File: config.mk
export PLATFORM = sky130hd
export DESIGN_NAME = ubx_frame_parser_nav_pvt_top
export DESIGN_NICKNAME = d
export VERILOG_FILES = /design/src/design/ubxpvt_pkg.sv /design/src/design/ubx_frame_parser_nav_pvt_top.sv
export SDC_FILE = /design/constraint.sdc
export NUM_CORES = 1
export LEC_CHECK = 0
export ABC_AREA = 1
export CAP_MARGIN = 10
export CORE_MARGIN = 2
export CORE_UTILIZATION = 50
export CTS_BUF_LIST = sky130_fd_sc_hd__clkbuf_2
export DETAILED_ROUTE_END_ITERATION = 10
export DONT_BUFFER_PORTS = 1
export GPL_ROUTABILITY_DRIVEN = 1
export GPL_TIMING_DRIVEN = 0
export SYNTH_ARGS = -nofsm -noshare
export SYNTH_HDL_FRONTEND = slang
export SYNTH_SLANG_ARGS = --single-unit
File: constraint.sdc
create_clock -name clk -period 8.2 [get_ports clk]
set_input_delay 0.41 -clock clk [delete_from_list [all_inputs] [get_ports clk]]
set_output_delay 0.41 -clock clk [all_outputs]
set_load 0.01 [all_outputs]
File: src/design/ubxpvt_pkg.sv
package ubxpvt_pkg;

    localparam logic [7:0] SYNC_FIRST     = 8'hB5;
    localparam logic [7:0] SYNC_SECOND    = 8'h62;
    localparam logic [7:0] PVT_CLASS      = 8'h01;
    localparam logic [7:0] PVT_ID         = 8'h07;
    localparam logic [15:0] PVT_LENGTH    = 16'd92;
    localparam logic [7:0] DATE_TIME_BITS = 8'h03;
    localparam logic [15:0] TIMEOUT_RESET = 16'd3000;
    localparam logic [15:0] IDLE_MAX      = 16'hFFFF;

    // frame header positions, counted from the first sync byte
    localparam int unsigned POS_SYNC_FIRST  = 0;
    localparam int unsigned POS_SYNC_SECOND = 1;
    localparam int unsigned POS_CLASS       = 2;
    localparam int unsigned POS_ID          = 3;
    localparam int unsigned POS_LEN_LO      = 4;
    localparam int unsigned POS_LEN_HI      = 5;
    localparam int unsigned POS_PAYLOAD     = 6;
    localparam int unsigned FRAME_OVERHEAD  = 8;

    // payload offsets inside NAV-PVT
    localparam int unsigned OFF_YEAR_LO  = 4;
    localparam int unsigned OFF_YEAR_HI  = 5;
    localparam int unsigned OFF_MONTH    = 6;
    localparam int unsigned OFF_DAY      = 7;
    localparam int unsigned OFF_HOUR     = 8;
    localparam int unsigned OFF_MINUTE   = 9;
    localparam int unsigned OFF_SECOND   = 10;
    localparam int unsigned OFF_VALID    = 11;
    localparam int unsigned OFF_NANO_LO  = 16;
    localparam int unsigned OFF_NANO_HI  = 19;
    localparam int unsigned OFF_FIX      = 20;
    localparam int unsigned OFF_NUM_SV   = 23;
    localparam int unsigned OFF_LON_LO   = 24;
    localparam int unsigned OFF_LON_HI   = 27;
    localparam int unsigned OFF_LAT_LO   = 28;
    localparam int unsigned OFF_LAT_HI   = 31;
    localparam int unsigned OFF_HGT_LO   = 32;
    localparam int unsigned OFF_HGT_HI   = 35;
    localparam int unsigned OFF_SPEED_LO = 60;
    localparam int unsigned OFF_SPEED_HI = 63;

endpackage

File: src/design/ubx_frame_parser_nav_pvt_top.sv
// NAV-PVT frame parser. Each input transfer is either one received byte
// (action 0) or one millisecond tick (action 1), and each one produces exactly
// one output transfer, offered the cycle after the input: a new input is accepted
// every cycle while the output side keeps up. The parser hunts the 0xB5 0x62
// sync pair, reads class, id and length, drops frames whose total size exceeds
// FRAME_CAPACITY, and checks the 8-bit Fletcher sum. A good NAV-PVT frame updates
// the held position, fix, satellites, nanoseconds and ground speed (negative
// speed reads as zero) and raises frame_accepted on the result of its last check
// byte; the UTC date and time update only when both validDate and validTime are
// set, flagged by time_updated. receiver_active drops once more ticks than
// timeout_ticks pass without an accepted frame; the idle count saturates, so a
// timeout of 65535 never expires. The timeout register (reset 3000) is written
// via the cfg channel; users must do so only while the parser is idle, unchecked.
module ubx_frame_parser_nav_pvt_top #(
    parameter int unsigned FRAME_CAPACITY = 128
) (
    input  logic               clk,
    input  logic               rst_n,

    input  logic               cfg_valid,
    output logic               cfg_ready,
    input  logic [15:0]        timeout_ticks,

    input  logic               in_valid,
    output logic               in_ready,
    input  logic               action,
    input  logic [7:0]         rx_byte,

    output logic               out_valid,
    input  logic               out_ready,
    output logic               frame_accepted,
    output logic               time_updated,
    output logic [55:0]        utc_date_time,
    output logic signed [31:0] sub_second_ns,
    output logic [7:0]         fix_type,
    output logic [7:0]         satellites,
    output logic signed [31:0] longitude,
    output logic signed [31:0] latitude,
    output logic signed [31:0] height_mm,
    output logic [30:0]        ground_speed,
    output logic               receiver_active
);

    localparam int unsigned PW = $clog2(FRAME_CAPACITY);

    logic [PW-1:0]  pos_reg, pos_next;
    logic [7:0]     sum_a_reg, sum_a_next;
    logic [7:0]     sum_b_reg, sum_b_next;
    logic [7:0]     class_reg;
    logic [7:0]     id_reg;
    logic [15:0]    len_reg;
    logic [7:0]     chk_a_reg;

    logic [7:0]     stg_valid_reg;
    logic [55:0]    stg_dt_reg;
    logic [31:0]    stg_nano_reg;
    logic [31:0]    stg_lon_reg;
    logic [31:0]    stg_lat_reg;
    logic [31:0]    stg_hgt_reg;
    logic [31:0]    stg_speed_reg;
    logic [7:0]     stg_fix_reg;
    logic [7:0]     stg_sats_reg;

    logic [55:0]    held_dt_reg;
    logic [31:0]    held_nano_reg;
    logic [31:0]    held_lon_reg;
    logic [31:0]    held_lat_reg;
    logic [31:0]    held_hgt_reg;
    logic [30:0]    held_speed_reg;
    logic [7:0]     held_fix_reg;
    logic [7:0]     held_sats_reg;

    logic           active_reg, active_next;
    logic [15:0]    idle_reg, idle_next;
    logic [15:0]    timeout_reg;

    logic           out_valid_reg;
    logic           accepted_reg;
    logic           time_reg;

    logic           take;
    logic           take_byte;
    logic [PW-1:0]  off;
    logic [15:0]    off_ext;
    logic           in_payload;
    logic           payload_byte;
    logic [7:0]     sum_a_add;
    logic [7:0]     sum_b_add;
    logic [16:0]    frame_size;
    logic           pvt_ok;
    logic           dt_ok;

    assign in_ready  = !out_valid_reg || out_ready;
    assign cfg_ready = 1'b1;
    assign take      = in_valid && in_ready;
    assign take_byte = take && !action;

    assign off          = pos_reg - PW'(ubxpvt_pkg::POS_PAYLOAD);
    assign off_ext      = 16'(off);
    assign in_payload   = pos_reg >= PW'(ubxpvt_pkg::POS_PAYLOAD);
    assign payload_byte = in_payload && (off_ext < len_reg);
    assign sum_a_add    = sum_a_reg + rx_byte;
    assign sum_b_add    = sum_b_reg + sum_a_add;
    assign frame_size   = {1'b0, rx_byte, len_reg[7:0]}
                          + 17'(ubxpvt_pkg::FRAME_OVERHEAD);

    always_comb
    begin
        pos_next    = pos_reg;
        sum_a_next  = sum_a_reg;
        sum_b_next  = sum_b_reg;
        pvt_ok      = 1'b0;
        dt_ok       = 1'b0;
        if (take_byte)
        begin
            if (pos_reg == PW'(ubxpvt_pkg::POS_SYNC_FIRST))
            begin
                if (rx_byte == ubxpvt_pkg::SYNC_FIRST)
                    pos_next = PW'(ubxpvt_pkg::POS_SYNC_SECOND);
            end
            else if (pos_reg == PW'(ubxpvt_pkg::POS_SYNC_SECOND))
            begin
                pos_next = (rx_byte == ubxpvt_pkg::SYNC_SECOND)
                           ? PW'(ubxpvt_pkg::POS_CLASS)
                           : PW'(ubxpvt_pkg::POS_SYNC_FIRST);
            end
            else if (pos_reg == PW'(ubxpvt_pkg::POS_CLASS))
            begin
                sum_a_next = rx_byte;
                sum_b_next = rx_byte;
                pos_next   = PW'(ubxpvt_pkg::POS_ID);
            end
            else if (!in_payload)
            begin
                sum_a_next = sum_a_add;
                sum_b_next = sum_b_add;
                if (pos_reg == PW'(ubxpvt_pkg::POS_LEN_HI))
                    // drop frames larger than the capacity
                    pos_next = (frame_size > 17'(FRAME_CAPACITY))
                               ? PW'(ubxpvt_pkg::POS_SYNC_FIRST)
                               : PW'(ubxpvt_pkg::POS_PAYLOAD);
                else
                    pos_next = pos_reg + PW'(1);
            end
            else if (payload_byte)
            begin
                sum_a_next = sum_a_add;
                sum_b_next = sum_b_add;
                pos_next   = pos_reg + PW'(1);
            end
            else if (off_ext == len_reg)
            begin
                pos_next = pos_reg + PW'(1);
            end
            else
            begin
                pvt_ok   = (chk_a_reg == sum_a_reg) && (rx_byte == sum_b_reg)
                           && (class_reg == ubxpvt_pkg::PVT_CLASS)
                           && (id_reg == ubxpvt_pkg::PVT_ID)
                           && (len_reg == ubxpvt_pkg::PVT_LENGTH);
                dt_ok    = pvt_ok && ((stg_valid_reg & ubxpvt_pkg::DATE_TIME_BITS)
                                      == ubxpvt_pkg::DATE_TIME_BITS);
                pos_next = PW'(ubxpvt_pkg::POS_SYNC_FIRST);
            end
        end
    end

    always_comb
    begin
        active_next = active_reg;
        idle_next   = idle_reg;
        if (take)
        begin
            if (pvt_ok)
            begin
                active_next = 1'b1;
                idle_next   = '0;
            end
            else if (action && idle_reg != ubxpvt_pkg::IDLE_MAX)
            begin
                idle_next = idle_reg + 16'd1;
            end
            if (active_next && idle_next > timeout_reg)
                active_next = 1'b0;
        end
    end

    always_ff @(posedge clk or negedge rst_n)
    begin
        if (!rst_n)
        begin
            pos_reg        <= '0;
            sum_a_reg      <= '0;
            sum_b_reg      <= '0;
            active_reg     <= 1'b0;
            idle_reg       <= '0;
            timeout_reg    <= ubxpvt_pkg::TIMEOUT_RESET;
            held_dt_reg    <= '0;
            held_nano_reg  <= '0;
            held_lon_reg   <= '0;
            held_lat_reg   <= '0;
            held_hgt_reg   <= '0;
            held_speed_reg <= '0;
            held_fix_reg   <= '0;
            held_sats_reg  <= '0;
            out_valid_reg  <= 1'b0;
            accepted_reg   <= 1'b0;
            time_reg       <= 1'b0;
        end
        else
        begin
            pos_reg    <= pos_next;
            sum_a_reg  <= sum_a_next;
            sum_b_reg  <= sum_b_next;
            active_reg <= active_next;
            idle_reg   <= idle_next;
            if (cfg_valid)
                timeout_reg <= timeout_ticks;
            if (pvt_ok)
            begin
                held_nano_reg  <= stg_nano_reg;
                held_lon_reg   <= stg_lon_reg;
                held_lat_reg   <= stg_lat_reg;
                held_hgt_reg   <= stg_hgt_reg;
                held_speed_reg <= stg_speed_reg[31] ? '0 : stg_speed_reg[30:0];
                held_fix_reg   <= stg_fix_reg;
                held_sats_reg  <= stg_sats_reg;
            end
            if (dt_ok)
                held_dt_reg <= stg_dt_reg;
            if (take)
            begin
                out_valid_reg <= 1'b1;
                accepted_reg  <= pvt_ok;
                time_reg      <= dt_ok;
            end
            else if (out_ready)
            begin
                out_valid_reg <= 1'b0;
            end
        end
    end

    always_ff @(posedge clk)
    begin
        if (take_byte)
        begin
            if (pos_reg == PW'(ubxpvt_pkg::POS_CLASS))
                class_reg <= rx_byte;
            if (pos_reg == PW'(ubxpvt_pkg::POS_ID))
                id_reg <= rx_byte;
            if (pos_reg == PW'(ubxpvt_pkg::POS_LEN_LO))
                len_reg <= {8'h00, rx_byte};
            if (pos_reg == PW'(ubxpvt_pkg::POS_LEN_HI))
                len_reg[15:8] <= rx_byte;
            if (in_payload && !payload_byte && off_ext == len_reg)
                chk_a_reg <= rx_byte;
            if (payload_byte)
            begin
                case (off) inside
                    PW'(ubxpvt_pkg::OFF_YEAR_LO): stg_dt_reg[47:40] <= rx_byte;
                    PW'(ubxpvt_pkg::OFF_YEAR_HI): stg_dt_reg[55:48] <= rx_byte;
                    PW'(ubxpvt_pkg::OFF_MONTH):   stg_dt_reg[39:32] <= rx_byte;
                    PW'(ubxpvt_pkg::OFF_DAY):     stg_dt_reg[31:24] <= rx_byte;
                    PW'(ubxpvt_pkg::OFF_HOUR):    stg_dt_reg[23:16] <= rx_byte;
                    PW'(ubxpvt_pkg::OFF_MINUTE):  stg_dt_reg[15:8]  <= rx_byte;
                    PW'(ubxpvt_pkg::OFF_SECOND):  stg_dt_reg[7:0]   <= rx_byte;
                    PW'(ubxpvt_pkg::OFF_VALID):   stg_valid_reg     <= rx_byte;
                    PW'(ubxpvt_pkg::OFF_FIX):     stg_fix_reg       <= rx_byte;
                    PW'(ubxpvt_pkg::OFF_NUM_SV):  stg_sats_reg      <= rx_byte;
                    [PW'(ubxpvt_pkg::OFF_NANO_LO):PW'(ubxpvt_pkg::OFF_NANO_HI)]:
                        stg_nano_reg[8*off[1:0] +: 8] <= rx_byte;
                    [PW'(ubxpvt_pkg::OFF_LON_LO):PW'(ubxpvt_pkg::OFF_LON_HI)]:
                        stg_lon_reg[8*off[1:0] +: 8] <= rx_byte;
                    [PW'(ubxpvt_pkg::OFF_LAT_LO):PW'(ubxpvt_pkg::OFF_LAT_HI)]:
                        stg_lat_reg[8*off[1:0] +: 8] <= rx_byte;
                    [PW'(ubxpvt_pkg::OFF_HGT_LO):PW'(ubxpvt_pkg::OFF_HGT_HI)]:
                        stg_hgt_reg[8*off[1:0] +: 8] <= rx_byte;
                    [PW'(ubxpvt_pkg::OFF_SPEED_LO):PW'(ubxpvt_pkg::OFF_SPEED_HI)]:
                        stg_speed_reg[8*off[1:0] +: 8] <= rx_byte;
                    default: ;
                endcase
            end
        end
    end

    assign out_valid       = out_valid_reg;
    assign frame_accepted  = accepted_reg;
    assign time_updated    = time_reg;
    assign utc_date_time   = held_dt_reg;
    assign sub_second_ns   = held_nano_reg;
    assign fix_type        = held_fix_reg;
    assign satellites      = held_sats_reg;
    assign longitude       = held_lon_reg;
    assign latitude        = held_lat_reg;
    assign height_mm       = held_hgt_reg;
    assign ground_speed    = held_speed_reg;
    assign receiver_active = active_reg;

endmodule

==> impl_metrics.yaml <==
place:
  dp_hpwl_um: 42100
  place_ws_ps: 3690
  place_inst: 2839
  numPortBuffers: 0
  gp_congestion: 0.886
synth:
  synth.net_count: 2319
  synth_flop_cell: "dfrtp_1"
  synthesis.area_mm2: 0.0231
  syn_inst: 2239
  yosysWarnings: 0
  synth_cell_types: 47
  async_flop_share_pct: 51.4
  ys_ff_latch: 564
  syn-mean-instance-area_um2: 10.3
  yosysSeqAreaShare_pct: 67.1
  synth_edf_count: 274
setup_path:
  rrSetupSlack_ps: 3660
  cp_slowest_stage_delay_ps: 510
  path_delay_family: "simple AND/OR/NAND/NOR gates"
  critPathCaptureType: "register"
  cp_max_fo: 10
  rr_worst_depth: 24
  crit_buf_inv: 4
  start_kind: "register"
  path_common_cell: "nand2_1"
  regToRegEndpoint: "receiver_active$_DFFE_PN0P_"
  r2r-start: "pos_reg[2]$_DFFE_PN0P_"
  cp.required_ps: 9380
  path_cells: "ha_1, inv_1, nand3_1, nand2_1, nand2_1, inv_1, ha_1, nand2_1, nor2_2, nand2_1, nand2_2, nand3_1, nor2_2, nand3_2, inv_2, clkbuf_1, nor3_1, ha_1, nand2_1, nor3_1, nand2_1, nand2_1, nand3_1, o21a_1"
  cp_slowest_cell: "dfrtp_1"
  critPathKind: "register to register"
  cp.arrival_ps: 5720
power:
  p_seq_share_pct: 47.3
  power.leakage_nw: 12.4
  pwr-share-clk_pct: 29.2
  p_int_mw: 4.50
  combPwrFrac_pct: 23.5
  power.density_mw_per_mm2: 262
  peakVddDrop_mv: 0.136
  swShare_pct: 34.4
  p_sw_mw: 2.36
  power_mw: 6.85
route:
  wl_um: 63000
  wl_per_cell_um: 19.7
  first_iter_violations: 1258
  post-route-drc-count: 0
  vias: 16700
  vias_per_cell: 5.23
  drtAntennaViolNets: 0
  drtPass1Iterations: 7
sta:
  final.setup.worst_slack_ps: 3660
  maxSlewHeadroom_pct: 20.7
  tightestPinTransition_ps: 1190
  period_needed_ps: 4540
  fin_worst_skew_ps: 81.1
  hold_violations: 0
  hold_ws_ps: 182
  finalMaxSlewViolations: 0
  rsz0062_at_grt: "no"
  tns_ps: 0
  period_share_pct: 55.4
  max_freq_mhz: 220
  setup_viol: 0
floorplan:
  ios: 267
  rows: 78
  die_area_mm2: 0.0479
  die_w_um: 219
  core_mm2: 0.0455
  start_util_pct: 50.8
  die_h_um: 219
clocking:
  cts.clk_slew.worst_paths_ps: 100
  insertion_delay_ps: 1310
  tritoncts: "yes"
  cts_root_buf: "clkbuf_2"
  clock-sinks: 564
  cts_resized: 0
  cts_buffer_depth: 3
  numCtsBuffers: 146
  h-tree-depth: 4
global_route:
  antenna_found_initial: 2
  grt_max_degree: 291
  grt_usage_pct: 27.0
  grt_first_pass_wirelength_um: 95600
  grt_pass1_vias: 16600
  grt_overflow: 0
final_layout:
  final_common_cell: "nand2_1"
  fill_cells: 4070
  layout-drive-gt1-share_pct: 13.3
  final-seq-area_mm2: 0.0155
  fin_cells: 3195
  syn_to_final_growth_pct: 13.3
  layout_common_cells: "nand2_1, dfrtp_1, edfxtp_1, clkbuf_2, nor2_1"
  multiInputGateArea_mm2: 0.00666
  nets: 2550
run_status:
  status: "complete, no violations"
hold_path:
  hp-class: "primary input to register"
  holdPathEnd: "len_reg[9]$_DFFE_PP_"
  hp-start: "rx_byte[1]"
  hold_depth: 4
job:
  drv_cap: 0
## synth_stat cells (all sizes together), types with 9 or more instances
| master | n | area share [%] |
|---|---|---|
| nand2 | 866 | 14 |
| dfrtp | 283 | 31 |
| edfxtp | 274 | 36 |
| nor2 | 163 | 2.7 |
| o21ai | 147 | 3.2 |
| inv | 135 | 2.2 |
| nand3 | 56 | 1.2 |
| buf | 50 | 1.4 |
| ha | 48 | 2.6 |
| nor3 | 36 | 0.83 |
| nand4 | 35 | 0.95 |
| clkbuf | 32 | 0.52 |
| a21oi | 29 | 0.63 |
| xor2 | 20 | 0.76 |
| a31oi | 9 | 0.24 |
## power by group through the flow
stage	registers (mW)	logic, mW	clock network [mW]
2_1_floorplan	3.26	1.10	0
3_3_place_gp	3.30	1.47	0
3_5_place_dp	3.30	1.49	0
4_1_cts	3.24	1.60	2.06
5_1_grt	3.25	1.83	2.21
6_report	3.24	1.61	2.00
## what timing repair did
| action | 4_1_cts | 5_1_grt |
|---|---|---|
| hold buffers | 79 | 1 |
| endpoints found under the setup margin | 0 | 0 |
| buffers inserted | 0 | 0 |
| endpoints found under the hold margin | 760 | 121 |
## cell families after synthesis
logic type	count (synthesis)	synth area share, %
and+or+nand+nor	1177	20.4
DFF	564	67.1
buffers and inverters	220	4.13
AOI/OAI and AO/OA	201	4.58
adders and majority gates	50	2.77
xor gates and xnor gates	25	0.948
other	1	0.0162
muxes	1	0.0488
## worst register-to-register path, stage by stage (launching register included)
cell and delay [ps]:
dfrtp_1 510, ha_1 230, inv_1 100, nand3_1 130, nand2_1 60, nand2_1 110
inv_1 120, ha_1 310, nand2_1 70, nor2_2 150, nand2_1 80, nand2_2 110
nand3_1 130, nor2_2 140, nand3_2 220, inv_2 160, clkbuf_1 470, nor3_1 160
ha_1 350, nand2_1 70, nor3_1 360, nand2_1 100, nand2_1 80, nand3_1 100
o21a_1 130
## worst max path at each step
stage	startpoint	end	slack, ps	cells past startpoint
final	pos_reg[2]$_DFFE_PN0P_	receiver_active$_DFFE_PN0P_	3660	24
after global routing	pos_reg[2]$_DFFE_PN0P_	receiver_active$_DFFE_PN0P_	3250	24
after CTS	pos_reg[2]$_DFFE_PN0P_	receiver_active$_DFFE_PN0P_	3640	24
after detailed placement	pos_reg[2]$_DFFE_PN0P_	receiver_active$_DFFE_PN0P_	3690	24
after global placement	pos_reg[2]$_DFFE_PN0P_	receiver_active$_DFFE_PN0P_	3750	23
after floorplan	pos_reg[2]$_DFFE_PN0P_	receiver_active$_DFFE_PN0P_	4830	25
## metrics by stage
stage / util, % / instance area, um^2
floorplan: - / 23100
global placement: 52.4 / 23800
detailed placement: 52.5 / 23900
CTS: 57.4 / 26100
global route: 57.6 / 26200
finish: 57.6 / 26200
## per-layer routing
metal	part of all wire [%]	up-vias	GRT usage (%)
met5	0	-	0
met4	2.7	0	9.21
met3	8.4	112	9.49
met2	47	588	42.7
met1	42	8113	34.8
li1	-	7895	-
## cell type report
class / instances / area share [%]
diodes: 5 / 0.0478
plain buffers: 82 / 1.66
clock buffers: 237 / 4.53
clock inverters: 31 / 0.813
inverters: 138 / 1.98
multi-input cells: 1455 / 25.4
flip-flops and latches: 564 / 59.2
well taps: 600 / 2.87
repair buffers: 83 / 3.48
No activity file was read; power rests on OpenSTA's default activity.
